==> src/hdl/bop_pkg.sv <==
// Shared types and constants for the binomial option pricer.
// No dependencies; every module in hdl imports it.
`timescale 1ns / 1ps
package bop_pkg;
	localparam int MaxSteps = 256;
	localparam int NodeAw = $clog2(MaxSteps + 1);
	localparam int StepW = 9;
	localparam logic [31:0] OneQ30 = 32'h4000_0000;

	typedef enum logic [1:0] {
		ERR_OK     = 2'd0,
		ERR_ZERO   = 2'd1,
		ERR_UPFACT = 2'd2
	} err_code_t;

	typedef struct packed {
		logic [31:0] spot;
		logic [31:0] strike;
		logic [31:0] up_factor;
		logic [30:0] down_factor;
		logic [30:0] up_probability;
		logic [30:0] discount_factor;
		logic [8:0]  step_count;
		logic        is_call;
	} bop_in_t;

	typedef struct packed {
		logic [31:0] price;
		logic [1:0]  error_code;
	} bop_out_t;

	// Classified job handed from front to back.
	typedef struct packed {
		logic [31:0] spot;
		logic [31:0] strike;
		logic [31:0] up_factor;
		logic [30:0] down_factor;
		logic [30:0] prob;
		logic [30:0] discount_factor;
		logic [8:0]  steps;
		logic        is_call;
		err_code_t   err;
	} bop_job_t;

	typedef enum logic [2:0] {
		ST_IDLE, ST_DOWN, ST_LEAF, ST_IND, ST_DISC, ST_OUT
	} bop_state_t;

	// Q16.16 times Q2.30 with rounding and saturation.
	function automatic logic [31:0] scale_q30(input logic [63:0] prod);
		logic [63:0] r;
		r = (prod + 64'h2000_0000) >> 30;
		return (r[63:32] != 32'd0) ? 32'hFFFF_FFFF : r[31:0];
	endfunction
endpackage

==> src/hdl/bop_front.sv <==
// Front end: accepts input items, classifies errors, resolves depth and probability.
// Depends on bop_pkg.
`timescale 1ns / 1ps
module bop_front import bop_pkg::*; (
	input  logic       clk,
	input  logic       arst_n,
	input  logic       in_valid,
	output logic       in_ready,
	input  bop_in_t    in_data,
	input  logic [8:0] default_steps,
	output logic       job_valid,
	input  logic       job_ready,
	output bop_job_t   job
);
	logic [8:0] n;
	bop_job_t   j;

	always_comb begin
		n = (in_data.step_count == 9'd0) ? default_steps : in_data.step_count;
		if (n == 9'd0) n = 9'd1;
		if ({23'd0, n} > MaxSteps) n = StepW'(MaxSteps);
		j.spot            = in_data.spot;
		j.strike          = in_data.strike;
		j.up_factor       = in_data.up_factor;
		j.down_factor     = in_data.down_factor;
		j.prob            = ({1'b0, in_data.up_probability} > OneQ30) ? OneQ30[30:0]
		                    : in_data.up_probability;
		j.discount_factor = in_data.discount_factor;
		j.steps           = n;
		j.is_call         = in_data.is_call;
		if (in_data.up_factor <= OneQ30) j.err = ERR_UPFACT;
		else if (in_data.spot == 32'd0 || in_data.strike == 32'd0) j.err = ERR_ZERO;
		else j.err = ERR_OK;
	end

	// Two-entry queue decouples acceptance from the sequencer.
	bop_job_t   q_q [2];
	logic       wp_q, rp_q;
	logic [1:0] cnt_q;
	logic       push, pop;

	assign in_ready  = (cnt_q != 2'd2);
	assign job_valid = (cnt_q != 2'd0);
	assign job       = q_q[rp_q];
	assign push      = in_valid && in_ready;
	assign pop       = job_valid && job_ready;

	always_ff @(posedge clk or negedge arst_n) begin
		if (!arst_n) begin
			wp_q  <= 1'b0;
			rp_q  <= 1'b0;
			cnt_q <= 2'd0;
		end else begin
			if (push) wp_q <= ~wp_q;
			if (pop) rp_q <= ~rp_q;
			cnt_q <= cnt_q + {1'b0, push} - {1'b0, pop};
		end
	end

	always_ff @(posedge clk) begin
		if (push) q_q[wp_q] <= j;
	end
endmodule

==> config.mk <==
export PLATFORM = sky130hd
export DESIGN_NAME = bop_front
export DESIGN_NICKNAME = d
export VERILOG_FILES = /design/src/hdl/bop_pkg.sv /design/src/hdl/bop_front.sv
export SDC_FILE = /design/constraint.sdc
export NUM_CORES = 1
export LEC_CHECK = 0
export BUFFER_PORTS_ARGS = -buffer_cell sky130_fd_sc_hd__buf_2
export CAP_MARGIN = 20
export CORE_MARGIN = 2
export CORE_UTILIZATION = 47
export CTS_BUF_LIST = sky130_fd_sc_hd__clkbuf_8 sky130_fd_sc_hd__clkbuf_16
export DETAILED_ROUTE_END_ITERATION = 16
export PLACE_DENSITY = 0.84
export SLEW_MARGIN = 10
export SYNTH_ARGS = -nofsm -noshare
export SYNTH_HDL_FRONTEND = slang
export SYNTH_SLANG_ARGS = --single-unit
==> constraint.sdc <==
create_clock -name clk -period 9.7 [get_ports clk]
set_clock_uncertainty 0.15 [all_clocks]
set_input_delay 1.455 -clock clk [delete_from_list [all_inputs] [get_ports clk]]
set_output_delay 1.455 -clock clk [all_outputs]
set_load 0.05 [all_outputs]
# Word-level counts from Yosys, hierarchy flattened
# Memory sizes are Yosys's and may differ from the RTL's.
# Index checks and enable logic that the tools add are counted.
# totals
regBits,4
latch_bits,0
ramBits,402
mem_bits_ro,0
output_inout_bits,203
wordCells,28
n_memories,1
# classes
addsub,2
multipliers,0
div,0
order_cmp,3
n_eq_ne,1
n_shift,0
mux,8
bitwise_logic,2
reduce_logical,8
# memory_table
memory,words,word_bits,read_ports,rd_clocked_by_memory_dff,write_ports,line_no,source
q_q,2,201,1,0,1,bop_front.sv:37,bop_job_t q_q [2];
# op_table
operator,count
$logic_not A32 Y1,2
$le A32 B31 Y1 const B,1
$gt A31 B31 Y1 const B,1
$mux W31,1
$mux W9,3
$logic_not A9 Y1,2
$gt A9 B9 Y1 const B,1
$mux W1,3
$add A2 B1 Y2,1
$logic_and A1 B1 Y1,2
$mux W2,1
$ne A2 B2 Y1 const B,1
$not A1 Y1,2
$reduce_bool A2 Y1,1
$sub A2 B1 Y2,1
$logic_or A1 B1 Y1,1

# Logic depth before layout (Yosys ltp)
# logic_depth
ltp_word,6
ltp_mapped,7

# Least setup slack after synthesis
# No wires, ideal clock.
# synth_timing
kind,input to register
from,input port in_valid
to,memory q_q[0][0] (netlist bit) (enable)
setup_time_ps,767
arrival_time_ps,9908
path_slack_ps,-1125
stages,2
path_buffers,0
cell_sequence,nand2_1 > nor2_1
# synth_between
elab_chain_cells,3
# synth_lines
element,line_no,source
from (decl),bop_front.sv:7,"input logic in_valid,"
$logic_and A1 B1 Y1,bop_front.sv:45,assign push = in_valid && in_ready;
$mux W1,bop_front.sv:61,if (push) q_q[wp_q] <= j;
$mux W1 (implied by the code),bop_front.sv:61,
to (decl),bop_front.sv:37,
# No other way between the ends.

==> flow_metrics.env <==
export IMPL_status="complete, no violations"
export IMPL_synth_area_mm2=0.01527
export IMPL_end_kind="output port"
export IMPL_routedWlPerCell_um=20.48
export IMPL_worstMarginPinSlew_ns=1.081
export IMPL_final_cell_mix="414 x buf_2, 402 x edfxtp_1, 201 x mux2_2, 41 x clkbuf_16, 32 x nor4_1"
export IMPL_area_growth_pct=24.92
export IMPL_min_from="cnt_q[1]$_DFF_PN0_"
export IMPL_required_ns=8.10
export IMPL_crit_cells=3
export IMPL_h_tree_depth=2
export IMPL_antenna_found_initial=4
export IMPL_p_per_area_mw_per_mm2=353.2
export IMPL_syn_inst=746
export IMPL_min_delay_path_class="reg -> reg"
export IMPL_cts_tree="yes"
export IMPL_drt_first_pass_iters=5
export IMPL_synth_ff_latch_count=406
export IMPL_layout_nets=1397
export IMPL_layout_commonest_cell="buf_2"
export IMPL_fmax_mhz=207.6
export IMPL_die_area_mm2=0.03394
export IMPL_synth_edf_count=402
export IMPL_path_clk_slew_ns=0.06
export IMPL_track_usage_pct=19.31
export IMPL_crit_path_max_fanout=76
export IMPL_drv_slew=0
export IMPL_p_leak_uw=0.007096
export IMPL_syn_area_per_cell_um2=20.47
export IMPL_grt_pass1_vias=8852
export IMPL_fin_tns_setup_ns=0
export IMPL_routed_wl_um=33910
export IMPL_ys_flop_type="edfxtp_1"
export IMPL_cp_startpoint="rp_q$_DFFE_PN0P_"
export IMPL_timing_rr_end="q_q[0][109]$_DFFE_PP_"
export IMPL_drive_above_1_share_pct=55.94
export IMPL_numPortBuffers=414
export IMPL_cts_sinks=406
export IMPL_core_region_area_mm2=0.03229
export IMPL_rsz0062_at_grt="false"
export IMPL_path_class="reg -> out"
export IMPL_grt_pass1_wl_um=49590
export IMPL_reg2reg_slack_ns=6.78
export IMPL_cp_data_arrival_time_ns=3.21
export IMPL_yosysTopAreaCell="edfxtp_1"
export IMPL_rr_worst_depth=5
export IMPL_dp_hpwl_um=22890
export IMPL_die_w_um=184.2
export IMPL_maxCapViolations=0
export IMPL_min_path_cells=1
export IMPL_vdd_ir_drop_max_mv=0.2382
export IMPL_overflow=0
export IMPL_vias=8547
export IMPL_synth_cell_types=33
export IMPL_ctsResizeCount=0
export IMPL_cts_made_buffers=40
export IMPL_start_util_pct=47.29
export IMPL_maxSlewHeadroom_pct=27.92
export IMPL_path_buf_inv=2
export IMPL_seq_area_frac_synth_pct=79.72
export IMPL_grt_max_degree=152
export IMPL_holdWs_ns=0.3618
export IMPL_synth_async_sr_flop_share_pct=0.9852
export IMPL_cp_slowest_stage_delay_ns=1.05
export IMPL_final_hold_viol_count=0
export IMPL_rr_startpoint="cnt_q[1]$_DFF_PN0_"
export IMPL_routed_via_density=5.161
export IMPL_detail_route_drc_violations=0
export IMPL_ys_warn_count=0
export IMPL_crit_path_top_delay_cell="dfrtp_4"
export IMPL_synth_top_area_share_pct=79.06
export IMPL_cts_setup_buffers=0
export IMPL_dieHeight_um=184.2
export IMPL_ys_top_cells_by_area="edfxtp_1 79%, mux2_2 15%, nor4_1 1.3%, and2_1 1.1%, dfrtp_1 0.66%"
export IMPL_finalSetupViolCount=0
export IMPL_clock_path_buffers=3
export IMPL_cp_cell_sequence="buf_4 > mux2_2 > buf_2"
export IMPL_startpoint_type="flop"
export IMPL_crit_path_end="job[73]"
export IMPL_syn_num_nets=960
export IMPL_cts_root_buf="clkbuf_16"
export IMPL_num_rows=66
export IMPL_gp_congestion=0.8687
export IMPL_drt_iter0_drc=475
export IMPL_critical_path_top_delay_family="buffers and inverters"
export IMPL_ant_nets=0
export IMPL_fin_crit_sh_pct=49.67
export IMPL_worstSkewPairLatency_ns=0.52
export IMPL_num_io_pins=415
export IMPL_fin_crit_ns=4.818
export IMPL_cts_hold_buf=0
-- power breakdown --
part,internal (uW),total (uW),switching (uW)
sequential,2410,2550,143
combinational,718,2760,2040
clock,818,1430,612
-- cell usage after synthesis (2+ instances only) --
| library cell | n |
|---|---|
| dfrtp_1 | 4 |
| nor2b_1 | 4 |
| clkbuf_1 | 11 |
| and2_1 | 27 |
| mux2_2 | 201 |
| a21oi_1 | 7 |
| buf_2 | 12 |
| edfxtp_1 | 402 |
| buf_1 | 2 |
| nand4_1 | 8 |
| nor2_1 | 11 |
| ha_1 | 2 |
| nor4_1 | 32 |
| xnor2_1 | 3 |
| inv_1 | 2 |
-- flip-flops by register name, summed over array words and instances (netlist names) --
register,cells
cnt_q,2
q_q,402
rp_q,1
wp_q,1
-- per-layer routing --
metal  GRT usage [%]  part of all wire, %  routed length, um
met5               0                0.080                 27
met4           7.264                  3.0               1008
met3           6.185                  8.9               3014
met2           34.32                   51              17420
met1           21.69                   37              12440
-- worst reg2reg max path: cells and delay by family, from the launching register on --
| family | cells | cell delay (ns) |
|---|---|---|
| DFF | 1 | 0.41 |
| buffers and inverters | 2 | 1.47 |
| and+or+nand+nor | 3 | 0.38 |
-- final cells by class --
cell class / count / area, um^2
antenna: 2 / 5.005
clock buffer: 41 / 1026
clock inverter: 30 / 187.7
fill: 2363 / 13220
inverter: 2 / 7.507
multi-input combinational: 312 / 2982
sequential: 406 / 12180
tap: 442 / 553.0
timing repair buffer: 421 / 2137
-- metrics by stage --
stage	util, %	instance area, um^2	setup WS, ns	power, uW	std cells
final	59.07	19070	4.882	6736	1656
after detailed placement	55.30	17850	5.399	5354	1583
after floorplan	-	15270	2.282	4784	746
after CTS	59.06	19070	4.831	6791	1654
after global placement	55.30	17850	5.419	5311	1583
after global routing	59.07	19070	4.705	6987	1656
-- cell families (layout without fill, tap and decap cells) --
logic type,after synthesis,count (layout),synth area share (%)
XOR/XNOR,4,4,0.2295
AND/OR/NAND/NOR,92,92,3.720
AO/OA/AOI/OAI,13,13,0.5081
adder cells (fa/ha/maj),2,2,0.1639
multiplexers,201,201,14.82
flip-flops,406,406,79.72
other,0,2,0
buffers and inverters,28,494,0.8359
-- worst min-delay path by stage --
| stage | end | slack, ns |
|---|---|---|
| 4_1_cts | cnt_q[1]$_DFF_PN0_ | 0.35 |
| 5_1_grt | cnt_q[1]$_DFF_PN0_ | 0.37 |
| 2_1_floorplan | cnt_q[1]$_DFF_PN0_ | 0.31 |
| 3_5_place_dp | cnt_q[1]$_DFF_PN0_ | 0.34 |
| 6_report | cnt_q[1]$_DFF_PN0_ | 0.36 |
| 3_3_place_gp | cnt_q[1]$_DFF_PN0_ | 0.33 |
Power figures use the tool's default switching activity.
